--- src/hw/rtl/art_pkg.sv ---
`default_nettype none
// ----------------------------------------------------------------------------
// art_pkg
// shared types and constants of the ack retransmit tracker
// ----------------------------------------------------------------------------
package art_pkg;

    localparam int unsigned PendingDepthDefault = 16;
    localparam logic [15:0] FirstTimeoutReset   = 16'd400;
    localparam logic [15:0] RetryIntervalReset  = 16'd100;
    localparam logic [3:0]  MaxAttemptsReset    = 4'd3;

    // command codes
    localparam logic [1:0] CMD_SEND = 2'd0;
    localparam logic [1:0] CMD_ACK  = 2'd1;
    localparam logic [1:0] CMD_TICK = 2'd2;
    localparam logic [1:0] CMD_NOP  = 2'd3;

    // event codes
    localparam logic [2:0] EV_SENT    = 3'd0;
    localparam logic [2:0] EV_ACKED   = 3'd1;
    localparam logic [2:0] EV_RETX    = 3'd2;
    localparam logic [2:0] EV_TIMEOUT = 3'd3;
    localparam logic [2:0] EV_DONE    = 3'd4;
    localparam logic [2:0] EV_FULL    = 3'd5;

    // register indexes
    localparam logic [1:0] REG_FIRST_TIMEOUT = 2'd0;
    localparam logic [1:0] REG_RETRY         = 2'd1;
    localparam logic [1:0] REG_MAX_ATTEMPTS  = 2'd2;

    typedef struct packed {
        logic [1:0]  cmd;
        logic [7:0]  robot_id;
        logic [7:0]  cmd_type;
        logic        broadcast;
        logic        fresh_txid;
        logic        needs_ack;
        logic [31:0] ack_txid;
        logic [7:0]  ack_result;
        logic [47:0] now_ms;
    } in_item_t;

    typedef struct packed {
        logic [2:0]  event_res;
        logic [31:0] txid;
        logic [7:0]  out_robot;
        logic [7:0]  out_type;
        logic [7:0]  out_result;
        logic [3:0]  attempt;
        logic        last;
    } out_item_t;

    // controller commands to the datapath
    typedef struct packed {
        logic load;       // capture the input transaction
        logic alloc;      // take the transaction id for a send
        logic scan_clr;   // reset the slot pointer and search results
        logic scan_step;  // look at one slot and advance
        logic do_send;    // write or report the send
        logic do_ack;     // free or report the ack
        logic do_tick;    // act on the due slot under the pointer
        logic tick_done;  // report end of tick
    } art_ctrl_t;

    // datapath status to the controller
    typedef struct packed {
        logic [1:0] cmd;
        logic       needs_ack;
        logic       scan_end;
        logic       slot_due;
    } art_stat_t;

endpackage
`default_nettype wire

--- src/hw/rtl/ack_retransmit_tracker_unit.sv ---
`default_nettype none
// ----------------------------------------------------------------------------
// ack_retransmit_tracker_unit
// table of commands awaiting acknowledgement with timeout and retransmission
// ----------------------------------------------------------------------------
// Usage: present an input transaction on item and raise start while busy is
// low; it is accepted at that edge. Each result appears on res for one cycle
// with res_valid high; the receiver cannot stall. The last result of a
// transaction has last set, and busy falls in the cycle it is on res.
// A send without ack goes from decode straight to its result; a send with
// ack or an ack first makes one search pass over the table, one slot per
// cycle. A tick walks all slots, one per cycle, issuing a retransmit or
// timeout for each due slot, then the done result. The next transaction
// can be accepted at the edge that ends the cycle of the last result.
// Reset clears all table entries, sets the id counter to one and loads the
// register defaults (400, 100, 3). Registers sit on the APB port at 0, 4, 8;
// the user must write them only while busy is low; the block does not enforce it.
// ----------------------------------------------------------------------------
module ack_retransmit_tracker_unit #(
    parameter int unsigned PENDING_DEPTH = art_pkg::PendingDepthDefault
) (
    input  wire logic              clk,
    input  wire logic              rst_n,
    input  wire logic              start,
    output logic                   busy,
    input  wire art_pkg::in_item_t item,
    output logic                   res_valid,
    output art_pkg::out_item_t     res,
    input  wire logic              psel,
    input  wire logic              penable,
    input  wire logic              pwrite,
    input  wire logic [3:0]        paddr,
    input  wire logic [31:0]       pwdata,
    output logic [31:0]            prdata,
    output logic                   pready
);

    art_pkg::art_ctrl_t ctrl;
    art_pkg::art_stat_t stat;
    logic [15:0] first_timeout_reg, retry_interval_reg;
    logic [3:0]  max_attempts_reg;
    logic [1:0]  reg_idx;

    assign pready  = 1'b1;
    assign reg_idx = paddr[3:2];

    // configuration registers
    always_ff @(posedge clk or negedge rst_n)
    begin
        if (!rst_n)
        begin
            first_timeout_reg  <= art_pkg::FirstTimeoutReset;
            retry_interval_reg <= art_pkg::RetryIntervalReset;
            max_attempts_reg   <= art_pkg::MaxAttemptsReset;
        end
        else if (psel && penable && pwrite)
        begin
            unique case (reg_idx)
                art_pkg::REG_FIRST_TIMEOUT: first_timeout_reg  <= pwdata[15:0];
                art_pkg::REG_RETRY:         retry_interval_reg <= pwdata[15:0];
                art_pkg::REG_MAX_ATTEMPTS:  max_attempts_reg   <= pwdata[3:0];
                default: ;
            endcase
        end
    end

    // register read
    always_comb
    begin
        unique case (reg_idx)
            art_pkg::REG_FIRST_TIMEOUT: prdata = {16'd0, first_timeout_reg};
            art_pkg::REG_RETRY:         prdata = {16'd0, retry_interval_reg};
            art_pkg::REG_MAX_ATTEMPTS:  prdata = {28'd0, max_attempts_reg};
            default:                    prdata = 32'd0;
        endcase
    end

    art_ctrl u_ctrl (
        .clk   (clk),
        .rst_n (rst_n),
        .start (start),
        .busy  (busy),
        .stat  (stat),
        .ctrl  (ctrl)
    );

    art_datapath #(
        .PENDING_DEPTH (PENDING_DEPTH)
    ) u_datapath (
        .clk            (clk),
        .rst_n          (rst_n),
        .item           (item),
        .ctrl           (ctrl),
        .stat           (stat),
        .first_timeout  (first_timeout_reg),
        .retry_interval (retry_interval_reg),
        .max_attempts   (max_attempts_reg),
        .res_valid      (res_valid),
        .res            (res)
    );

endmodule
`default_nettype wire

--- src/hw/rtl/art_ctrl.sv ---
`default_nettype none
// ----------------------------------------------------------------------------
// art_ctrl
// sequencer: one transaction at a time, slot scans over cycles
// ----------------------------------------------------------------------------
module art_ctrl (
    input  wire logic              clk,
    input  wire logic              rst_n,
    input  wire logic              start,
    output logic                   busy,
    input  wire art_pkg::art_stat_t stat,
    output art_pkg::art_ctrl_t     ctrl
);

    typedef enum logic [2:0] {
        S_IDLE, S_DECODE, S_SCAN, S_SEND, S_ACK, S_TICK, S_TDONE
    } state_t;

    state_t state_reg, state_next;

    // next state and commands
    always_comb
    begin
        state_next = state_reg;
        ctrl       = '0;
        unique case (state_reg)
            S_IDLE:
            begin
                if (start)
                begin
                    ctrl.load  = 1'b1;
                    state_next = S_DECODE;
                end
            end
            S_DECODE:
            begin
                ctrl.scan_clr = 1'b1;
                priority if (stat.cmd == art_pkg::CMD_SEND)
                begin
                    ctrl.alloc = 1'b1;
                    state_next = stat.needs_ack ? S_SCAN : S_SEND;
                end
                else if (stat.cmd == art_pkg::CMD_ACK)
                    state_next = S_SCAN;
                else if (stat.cmd == art_pkg::CMD_TICK)
                    state_next = S_TICK;
                else
                    state_next = S_IDLE;
            end
            S_SCAN:
            begin
                ctrl.scan_step = 1'b1;
                if (stat.scan_end)
                    state_next = (stat.cmd == art_pkg::CMD_SEND) ? S_SEND : S_ACK;
            end
            S_SEND:
            begin
                ctrl.do_send = 1'b1;
                state_next   = S_IDLE;
            end
            S_ACK:
            begin
                ctrl.do_ack = 1'b1;
                state_next  = S_IDLE;
            end
            S_TICK:
            begin
                ctrl.scan_step = 1'b1;
                ctrl.do_tick   = stat.slot_due;
                if (stat.scan_end)
                    state_next = S_TDONE;
            end
            S_TDONE:
            begin
                ctrl.tick_done = 1'b1;
                state_next     = S_IDLE;
            end
            default: state_next = S_IDLE;
        endcase
    end

    // state register
    always_ff @(posedge clk or negedge rst_n)
    begin
        if (!rst_n)
            state_reg <= S_IDLE;
        else
            state_reg <= state_next;
    end

    assign busy = (state_reg != S_IDLE);

endmodule
`default_nettype wire

--- src/hw/rtl/art_datapath.sv ---
`default_nettype none
// ----------------------------------------------------------------------------
// art_datapath
// pending table, id counter, slot search and result register
// ----------------------------------------------------------------------------
module art_datapath #(
    parameter int unsigned PENDING_DEPTH = art_pkg::PendingDepthDefault
) (
    input  wire logic               clk,
    input  wire logic               rst_n,
    input  wire art_pkg::in_item_t  item,
    input  wire art_pkg::art_ctrl_t ctrl,
    output art_pkg::art_stat_t      stat,
    input  wire logic [15:0]        first_timeout,
    input  wire logic [15:0]        retry_interval,
    input  wire logic [3:0]         max_attempts,
    output logic                    res_valid,
    output art_pkg::out_item_t      res
);

    localparam int unsigned IdxW = (PENDING_DEPTH > 1) ? $clog2(PENDING_DEPTH) : 1;

    // entry storage: valid bits reset, fields only read while valid
    logic [PENDING_DEPTH-1:0] valid_reg;
    logic [31:0] etxid_reg  [PENDING_DEPTH];
    logic [7:0]  erobot_reg [PENDING_DEPTH];
    logic [7:0]  etype_reg  [PENDING_DEPTH];
    logic        ebc_reg    [PENDING_DEPTH];
    logic [3:0]  eatt_reg   [PENDING_DEPTH];
    logic [47:0] edl_reg    [PENDING_DEPTH];

    art_pkg::in_item_t item_reg;
    logic [31:0] next_id_reg, last_id_reg, id_reg;
    logic [IdxW-1:0] ptr_reg;
    // search results: first key hit, first free, unicast hit, broadcast hit
    logic            hit_ok_reg, free_ok_reg, uc_ok_reg, bc_ok_reg;
    logic [IdxW-1:0] hit_reg, free_reg, uc_reg, bc_reg;

    // slot under the pointer
    logic        cur_valid, cur_due, cur_timeout;
    logic        key_hit, uc_hit, bc_hit;
    logic [3:0]  cur_att;
    logic [IdxW-1:0] wr_slot;
    logic        wr_ok;
    art_pkg::out_item_t res_next;

    assign cur_valid   = valid_reg[ptr_reg];
    assign cur_att     = eatt_reg[ptr_reg];
    assign cur_due     = cur_valid && (item_reg.now_ms >= edl_reg[ptr_reg]);
    assign cur_timeout = (cur_att >= max_attempts);
    assign key_hit = cur_valid && (etxid_reg[ptr_reg] == id_reg)
                     && (ebc_reg[ptr_reg] == item_reg.broadcast)
                     && (!item_reg.broadcast || erobot_reg[ptr_reg] == item_reg.robot_id);
    assign uc_hit  = cur_valid && !ebc_reg[ptr_reg]
                     && (etxid_reg[ptr_reg] == item_reg.ack_txid);
    assign bc_hit  = cur_valid && ebc_reg[ptr_reg]
                     && (etxid_reg[ptr_reg] == item_reg.ack_txid)
                     && (erobot_reg[ptr_reg] == item_reg.robot_id);

    assign wr_ok   = hit_ok_reg || free_ok_reg;
    assign wr_slot = hit_ok_reg ? hit_reg : free_reg;

    assign stat.cmd       = item_reg.cmd;
    assign stat.needs_ack = item_reg.needs_ack;
    assign stat.scan_end  = (ptr_reg == IdxW'(PENDING_DEPTH - 1));
    assign stat.slot_due  = cur_due;

    // input capture, id counter, scan pointer and search
    always_ff @(posedge clk or negedge rst_n)
    begin
        if (!rst_n)
        begin
            next_id_reg <= 32'd1;
            last_id_reg <= 32'd0;
            id_reg      <= 32'd0;
            ptr_reg     <= '0;
            hit_ok_reg  <= 1'b0;
            free_ok_reg <= 1'b0;
            uc_ok_reg   <= 1'b0;
            bc_ok_reg   <= 1'b0;
            hit_reg     <= '0;
            free_reg    <= '0;
            uc_reg      <= '0;
            bc_reg      <= '0;
        end
        else
        begin
            if (ctrl.alloc)
            begin
                if (item_reg.fresh_txid)
                begin
                    id_reg      <= next_id_reg;
                    last_id_reg <= next_id_reg;
                    next_id_reg <= (next_id_reg == 32'hFFFF_FFFF) ? 32'd1
                                                                  : next_id_reg + 32'd1;
                end
                else
                    id_reg <= last_id_reg;
            end
            if (ctrl.scan_clr)
            begin
                ptr_reg     <= '0;
                hit_ok_reg  <= 1'b0;
                free_ok_reg <= 1'b0;
                uc_ok_reg   <= 1'b0;
                bc_ok_reg   <= 1'b0;
            end
            else if (ctrl.scan_step)
            begin
                ptr_reg <= stat.scan_end ? '0 : ptr_reg + 1'b1;
                if (key_hit && !hit_ok_reg)
                begin
                    hit_ok_reg <= 1'b1;
                    hit_reg    <= ptr_reg;
                end
                if (!cur_valid && !free_ok_reg)
                begin
                    free_ok_reg <= 1'b1;
                    free_reg    <= ptr_reg;
                end
                if (uc_hit && !uc_ok_reg)
                begin
                    uc_ok_reg <= 1'b1;
                    uc_reg    <= ptr_reg;
                end
                if (bc_hit && !bc_ok_reg)
                begin
                    bc_ok_reg <= 1'b1;
                    bc_reg    <= ptr_reg;
                end
            end
        end
    end

    always_ff @(posedge clk)
    begin
        if (ctrl.load)
            item_reg <= item;
    end

    // table valid bits
    always_ff @(posedge clk or negedge rst_n)
    begin
        if (!rst_n)
            valid_reg <= '0;
        else
        begin
            if (ctrl.do_send && item_reg.needs_ack && wr_ok)
                valid_reg[wr_slot] <= 1'b1;
            if (ctrl.do_ack && uc_ok_reg)
                valid_reg[uc_reg] <= 1'b0;
            else if (ctrl.do_ack && bc_ok_reg)
                valid_reg[bc_reg] <= 1'b0;
            if (ctrl.do_tick && cur_timeout)
                valid_reg[ptr_reg] <= 1'b0;
        end
    end

    // table fields
    always_ff @(posedge clk)
    begin
        if (ctrl.do_send && item_reg.needs_ack && wr_ok)
        begin
            etxid_reg[wr_slot]  <= id_reg;
            erobot_reg[wr_slot] <= item_reg.robot_id;
            etype_reg[wr_slot]  <= item_reg.cmd_type;
            ebc_reg[wr_slot]    <= item_reg.broadcast;
            eatt_reg[wr_slot]   <= 4'd1;
            edl_reg[wr_slot]    <= item_reg.now_ms + {32'd0, first_timeout};
        end
        if (ctrl.do_tick && !cur_timeout)
        begin
            eatt_reg[ptr_reg] <= cur_att + 4'd1;
            edl_reg[ptr_reg]  <= item_reg.now_ms + {32'd0, retry_interval};
        end
    end

    // result fields for the current command
    always_comb
    begin
        res_next = '0;
        if (ctrl.do_send)
        begin
            res_next.event_res = (item_reg.needs_ack && !wr_ok) ? art_pkg::EV_FULL
                                                                : art_pkg::EV_SENT;
            res_next.txid      = id_reg;
            res_next.out_robot = item_reg.robot_id;
            res_next.out_type  = item_reg.cmd_type;
            res_next.last      = 1'b1;
        end
        else if (ctrl.do_ack)
        begin
            res_next.event_res  = (uc_ok_reg || bc_ok_reg) ? art_pkg::EV_ACKED
                                                           : art_pkg::EV_DONE;
            res_next.txid       = item_reg.ack_txid;
            res_next.out_robot  = item_reg.robot_id;
            res_next.out_type   = item_reg.cmd_type;
            res_next.out_result = (uc_ok_reg || bc_ok_reg) ? item_reg.ack_result : 8'd0;
            res_next.last       = 1'b1;
        end
        else if (ctrl.do_tick)
        begin
            res_next.event_res = cur_timeout ? art_pkg::EV_TIMEOUT : art_pkg::EV_RETX;
            res_next.txid      = etxid_reg[ptr_reg];
            res_next.out_robot = erobot_reg[ptr_reg];
            res_next.out_type  = etype_reg[ptr_reg];
            res_next.attempt   = cur_timeout ? cur_att : cur_att + 4'd1;
        end
        else if (ctrl.tick_done)
        begin
            res_next.event_res = art_pkg::EV_DONE;
            res_next.last      = 1'b1;
        end
    end

    // result register
    always_ff @(posedge clk or negedge rst_n)
    begin
        if (!rst_n)
            res_valid <= 1'b0;
        else
            res_valid <= ctrl.do_send | ctrl.do_ack | ctrl.do_tick | ctrl.tick_done;
    end

    always_ff @(posedge clk)
    begin
        res <= res_next;
    end

endmodule
`default_nettype wire

--- config.mk ---
export PLATFORM = sky130hd
export DESIGN_NAME = ack_retransmit_tracker_unit
export DESIGN_NICKNAME = d
export VERILOG_FILES = /design/src/hw/rtl/art_pkg.sv /design/src/hw/rtl/ack_retransmit_tracker_unit.sv /design/src/hw/rtl/art_ctrl.sv /design/src/hw/rtl/art_datapath.sv
export SDC_FILE = /design/constraint.sdc
export NUM_CORES = 2
export LEC_CHECK = 0
export BUFFER_PORTS_ARGS = -buffer_cell sky130_fd_sc_hd__buf_2
export CAP_MARGIN = 20
export CORE_MARGIN = 2
export CORE_UTILIZATION = 45
export CTS_BUF_LIST = sky130_fd_sc_hd__clkbuf_2 sky130_fd_sc_hd__clkbuf_4 sky130_fd_sc_hd__clkbuf_8
export CTS_CLUSTER_SIZE = 16
export DETAILED_ROUTE_END_ITERATION = 8
export GPL_TIMING_DRIVEN = 1
export SYNTH_ARGS = -nofsm -noshare
export SYNTH_HDL_FRONTEND = slang
export SYNTH_SLANG_ARGS = --single-unit
--- constraint.sdc ---
create_clock -name clk -period 10 [get_ports clk]
set_clock_uncertainty 0.05 [all_clocks]
set_input_delay 2 -clock clk [delete_from_list [all_inputs] [get_ports clk]]
set_output_delay 2 -clock clk [all_outputs]
set_load 0.05 [all_outputs]
Word level (Yosys, flattened, before mapping)
Memory sizes are Yosys's and may differ from the RTL's. Cells that the tools add are included.

Flip-flop bits (word level): 317. Memory bits (writable): 1616. Input port bits: 151. Output and inout bits: 99. Logic and storage cells: 224. Memories: 6.

Memory list: u_datapath.edl_reg (words 16, width 48, rd ports 1, clocked after memory_dff 0, write ports 1, RTL line art_datapath.sv:30) `logic [47:0] edl_reg [PENDING_DEPTH];`; u_datapath.etxid_reg (words 16, width 32, rd ports 1, clocked after memory_dff 0, write ports 1, RTL line art_datapath.sv:25) `logic [31:0] etxid_reg [PENDING_DEPTH];`; u_datapath.erobot_reg (words 16, width 8, rd ports 1, clocked after memory_dff 0, write ports 1, RTL line art_datapath.sv:26) `logic [7:0] erobot_reg [PENDING_DEPTH];`; u_datapath.etype_reg (words 16, width 8, rd ports 1, clocked after memory_dff 0, write ports 1, RTL line art_datapath.sv:27) `logic [7:0] etype_reg [PENDING_DEPTH];`; u_datapath.eatt_reg (words 16, width 4, rd ports 1, clocked after memory_dff 0, write ports 1, RTL line art_datapath.sv:29) `logic [3:0] eatt_reg [PENDING_DEPTH];`; u_datapath.ebc_reg (words 16, width 1, rd ports 1, clocked after memory_dff 0, write ports 1, RTL line art_datapath.sv:28) `logic ebc_reg [PENDING_DEPTH];`.

Add/sub/neg operators: 5. Order comparisons: 10. Eq/ne operators: 19. Muxes and demuxes: 71. Bitwise operators: 14. Reduce and logical (&&, ||, !) cells: 66.

Operators with widths (number): two-way mux 51 bit (2); adder 48 x 16 -> 48 bit (2); two-way mux 48 bit (2); equality test 32 bit (2); two-way mux 16 bit (4); bitwise AND 16 bit (3); greater-or-equal comparator 48 bit (1); inverter 16 bit (3); one-hot mux 16 bit (3 select lines) (1); OR reduction 48 bit (1); two-way mux 1 bit (35); two-way mux 3 bit (11); adder 32 x 1 -> 32 bit, second input constant (1); equality test 32 bit, second input constant (1); two-way mux 32 bit (1); two-way mux 4 bit (8); logical AND 1 bit (26); less-than comparator 4 x 5 -> 1 bit, second input constant (4); demux 1 bit (select 4 bit) (4); greater-or-equal comparator 4 x 1 -> 1 bit, second input constant (4); bitwise OR 16 bit (1); AND reduction 2 bit (8); AND reduction 3 bit (5); one-hot mux 3 bit (4 select lines) (1); 25 further kinds (54).

Longest topological paths before layout
Depth after elaboration: 12. Depth in mapped cells: 35. Depth with buffers taken out: 25.

Cells and area by module
From an unflattened synthesis, not the netlist that was laid out.

Cells, all modules: 5965. Area total of the unflattened synthesis: 90072.6 um2.

By module, submodules not included: art_datapath (instances 1, cells an instance 5790, area each 87985.6 um2, sequential area each 55709.7 um2); ack_retransmit_tracker_unit (instances 1, cells an instance 139, area each 1831.8 um2, sequential area each 910.9 um2); art_ctrl (instances 1, cells an instance 36, area each 255.2 um2, sequential area each 75.1 um2).

Worst setup path before layout
Ideal clock, no wire load.

Path kind: register to register. Start: reg u_datapath.ptr_reg[0]. End: mem u_datapath.eatt_reg[10][0], enable pin. Setup time: 0.542 ns. Data arrival time: 9.022 ns. Data required time: 9.408 ns. Path slack: 0.385 ns. Stages on the path, launching flop included: 24. Path buffers: 10. Clock period less this slack: 9.615 ns. Cell sequence: dfrtp_1 -> buf_6 -> buf_12 -> buf_8 -> buf_6 -> buf_6 -> buf_6 -> buf_2 -> clkbuf_1 -> buf_2 -> mux4_2 -> mux4_2 -> ha_1 -> nand2b_1 -> a21o_1 -> a21oi_1 -> o31ai_1 -> a211oi_1 -> o2111ai_1 -> o211ai_1 -> clkinv_1 -> nand2_1 -> clkbuf_1 -> o32ai_1.

Word-level cells in the longest chain between the ends: 9. Elaborated cells between the ends (all ways): 15. Classes of those cells: order compare (2); mux (7); reduce/logical (4); memory (2).

Ends and longest elaborated chain: start: declaration (RTL line art_datapath.sv:34) `logic [IdxW-1:0] ptr_reg;`; start signal: assignment (RTL line art_datapath.sv:110) `ptr_reg <= stat.scan_end ? '0 : ptr_reg + 1'b1;`; memory read (16 x 48 bit) / binary-select mux 1 bit (select 4 bit) (equally long branches); greater-or-equal comparator 48 bit / two-way mux 1 bit (equally long branches) (RTL line art_datapath.sv:49, art_datapath.sv:47); logical AND 1 bit (RTL line art_datapath.sv:49) `assign cur_due = cur_valid && (item_reg.now_ms >= edl_reg[ptr_reg]);`; two-way mux 1 bit (RTL line art_ctrl.sv:26) `unique case (state_reg)`; logical AND 1 bit (RTL line art_datapath.sv:171) `if (ctrl.do_tick && !cur_timeout)`; two-way mux 1 bit (RTL line art_datapath.sv:171); two-way mux 1 bit (implied by the code) (RTL line art_datapath.sv:173) `eatt_reg[ptr_reg] <= cur_att + 4'd1;`; OR reduction 4 bit (no line); two-way mux 4 bit (no line) / two-way mux 1 bit (equally long branches); end: declaration (RTL line art_datapath.sv:29).

Parallel ways exist; a longest one is shown, timed or not. The select of a mux whose other input is x is not followed.

Worst setup path after layout
Start: reg u_datapath.ptr_reg[0]. End: mem u_datapath.edl_reg[9][32] (data pin).

Word-level cells in the longest chain between the ends: 9. Elaborated cells between the ends (all ways): 14. Classes of those cells: order compare (2); mux (6); reduce/logical (4); memory (2).

Ends and longest elaborated chain: memory read (16 x 48 bit) / binary-select mux 1 bit (select 4 bit) (equally long branches); greater-or-equal comparator 48 bit / two-way mux 1 bit (equally long branches) (RTL line art_datapath.sv:49, art_datapath.sv:47); logical AND 1 bit (RTL line art_datapath.sv:49); two-way mux 1 bit (RTL line art_ctrl.sv:26); logical AND 1 bit * (RTL line art_datapath.sv:171); two-way mux 1 bit * (RTL line art_datapath.sv:171); two-way mux 1 bit (implied by the code) * (RTL line art_datapath.sv:174) `edl_reg[ptr_reg] <= item_reg.now_ms + {32'd0, retry_interval};`; OR reduction 48 bit (no line) *; two-way mux 48 bit (no line) *; end: declaration (RTL line art_datapath.sv:30).

Every way passes the cells marked *; elsewhere a longest branch is shown, timed or not. The select of a mux whose other input is x is not followed.

==> flow_summary.json <==
{
  "synth.avg_cell_area_um2": 19.2,
  "rrSetupSlack_ps": 1290,
  "final_util_pct": 51.6,
  "grt_max_degree": 103,
  "via_count": 41145,
  "postCtsHoldBufs": 0,
  "synth_edf_count": 1725,
  "drc": 0,
  "max_freq_mhz": 115,
  "yosysTopAreaCell": "edfxtp_1",
  "synth_flop_cell": "edfxtp_1",
  "rows": 153,
  "slowest_delay_ps": 780,
  "synthArstFlopShare_pct": 7.45,
  "fin_nets": 4809,
  "maxSlewViolCount": 0,
  "ys_types": 82,
  "min_period_over_period_pct": 87.1,
  "worstSkewPairLatency_ps": 1070,
  "rr_worst_depth": 30,
  "drt-pass1-iter-count": 7,
  "end_kind": "flip-flop",
  "portBuffers": 214,
  "core_area_um2": 173000,
  "largest_register_ffs": 768,
  "antenna_found_initial": 10,
  "required_ps": 10600,
  "worstHoldPathType": "flip-flop to flip-flop",
  "start_util_pct": 45.2,
  "drive_gt1_share_pct": 31.4,
  "cpMostUsedCell": "buf_4",
  "setup_violations": 0,
  "synth_seq_area_share_pct": 72.4,
  "finalHoldViolCount": 0,
  "htreeDepth": 5,
  "routedWlPerCell_um": 28.1,
  "total_leakage_power_nw": 30.7,
  "hold_end": "u_datapath.res[5]",
  "place_inst": 6563,
  "hold_slack_ps": 390,
  "cts_setup_buffers": 0,
  "grt_usage_pct": 22.6,
  "final_cell_mix": "1725 x edfxtp_1, 471 x mux4_2, 363 x clkbuf_8",
  "pre_cts_ws_ps": 1300,
  "gp_congestion": 0.847,
  "slowest_stage": "xor2_1",
  "overflow": 0,
  "syn_area_um2": 78300,
  "dieArea_um2": 177000,
  "io_pins": 250,
  "cap_violations": 0,
  "final.setup.worst_slack_ps": 1290,
  "wl_um": 201000,
  "r2r_end": "u_datapath.edl_reg[9][32]",
  "synthTopCellsByArea": "edfxtp_1 66%, mux4_2 14%, dfrtp_1 4.3%",
  "drtAntennaViolNets": 0,
  "cts_sinks": 1933,
  "drt_iter0_drc": 3849,
  "cts_root_buffer": "clkbuf_8",
  "cellPowerDensity_nw_per_um2": 239,
  "start_kind": "flip-flop",
  "ctsResizeCount": 0,
  "die_h_um": 421,
  "layout_min_cycle_time_ps": 8710,
  "grt_first_pass_wirelength_um": 291000,
  "cts_buffer_depth": 4,
  "crit_fanout": 20,
  "post_dp_cell_area_um2": 82900,
  "tns_ps": 0,
  "ir_drop_mv": 0.178,
  "maxSlewHeadroom_pct": 22.5,
  "worstSetupPathType": "flip-flop to flip-flop",
  "cts_tree": "yes",
  "cts_buffers": 334,
  "areaGrowthSynthToFinish_pct": 14.2,
  "clkSlewWorstSetupHoldPaths_ps": 70,
  "grt_pass1_vias": 42253,
  "status": "complete, no violations",
  "ys_warn_count": 0,
  "final_common_cell": "edfxtp_1",
  "fin_cells": 7154,
  "synth_top_area_share_pct": 66.2,
  "reg2reg_from": "u_datapath.ptr_reg[0]",
  "rsz0062_at_grt": "no",
  "via_per_inst": 5.75,
  "ys_ff_latch": 1933,
  "syn_inst": 4073,
  "dp_hpwl_um": 115000,
  "finalPower_mw": 21.4,
  "hp-start": "u_datapath.item_reg[48]",
  "worst_pin_slew_ps": 1160,
  "hold_depth": 1,
  "fin_area_um2": 89400,
  "crit_arrival_ps": 9300,
  "die_width_um": 421
}
-- synth_stat cells (all sizes together) (4+ instances only) --
| cell type | n |
|---|---|
| a2111oi | 7 |
| a21o | 28 |
| a21oi | 47 |
| a221oi | 11 |
| a22o | 19 |
| a22oi | 46 |
| a31oi | 27 |
| a41o | 4 |
| and2 | 14 |
| and3 | 21 |
| buf | 95 |
| clkbuf | 107 |
| dfrtp | 135 |
| dfstp | 9 |
| dfxtp | 64 |
| edfxtp | 1725 |
| ha | 74 |
| inv | 90 |
| mux2 | 81 |
| mux2i | 128 |
| mux4 | 471 |
| nand2 | 226 |
| nand2b | 16 |
| nand3 | 46 |
| nand4 | 34 |
| nor2 | 134 |
| nor2b | 16 |
| nor3 | 24 |
| nor4 | 8 |
| o211ai | 8 |
| o21a | 5 |
| o21ai | 100 |
| o221ai | 19 |
| o22ai | 11 |
| o32ai | 12 |
| or2 | 7 |
| or3 | 7 |
| or4 | 4 |
| xnor2 | 100 |
| xor2 | 50 |
-- worst max path at each step --
stage,from,to,slack (ps)
4_1_cts,u_datapath.ptr_reg[0],u_datapath.edl_reg[9][32],1180
3_5_place_dp,u_datapath.ptr_reg[0],u_datapath.edl_reg[10][34],1300
3_3_place_gp,u_datapath.ptr_reg[0],u_datapath.edl_reg[10][32],1400
2_1_floorplan,u_datapath.ptr_reg[0],u_datapath.eatt_reg[10][0],390
6_report,u_datapath.ptr_reg[0],u_datapath.edl_reg[9][32],1290
5_1_grt,u_datapath.ptr_reg[0],u_datapath.edl_reg[11][34],830
-- power breakdown --
part	internal, mW	leakage, nW	total (mW)	switching [mW]
clock	3.84	3.41	6.94	3.10
combinational	1.93	8.87	4.62	2.69
sequential	9.49	18.5	9.82	0.329
total	15.3	30.7	21.4	6.12
-- logic make-up (layout without fill, tap and decap cells) --
family	after synthesis	after routing	share of synthesized area [%]
DFF	1933	1933	72.4
muxes	680	680	16.4
and+or+nand+nor	569	569	3.35
AOI/OAI and AO/OA	370	370	3.21
buffers and inverters	294	1026	1.73
xor gates and xnor gates	150	150	1.68
adders and majority gates	75	75	1.21
other	2	26	0.00960
-- cell type report --
cell class                 instances  area (um^2)
tap                             2325         2910
clock inverter                    90          489
timing repair buffer             361         2300
antenna                            9         22.5
clock buffer                     483         5900
inverter                          92          354
fill                           13907        83800
multi-input combinational       1861        20700
sequential                      1933        56700
-- worst max-delay path, delay by kind of cell, from the launching register on --
family	cells	cell delay [ps]
AO/OA/AOI/OAI	11	2290
flip-flops	1	680
multiplexers	3	1420
buffers and inverters	8	1800
XOR/XNOR	1	780
adder cells (fa/ha/maj)	3	620
AND/OR/NAND/NOR	4	600
-- per-layer routing --
layer	vias up	GRT usage, %	wire length [um]
met5	-	0	43
met4	8	8.30	6750
met3	396	4.14	12000
met2	1434	37.5	100000
li1	17533	-	-
met1	21774	29.9	82100
No activity file was read; power rests on OpenSTA's default activity.
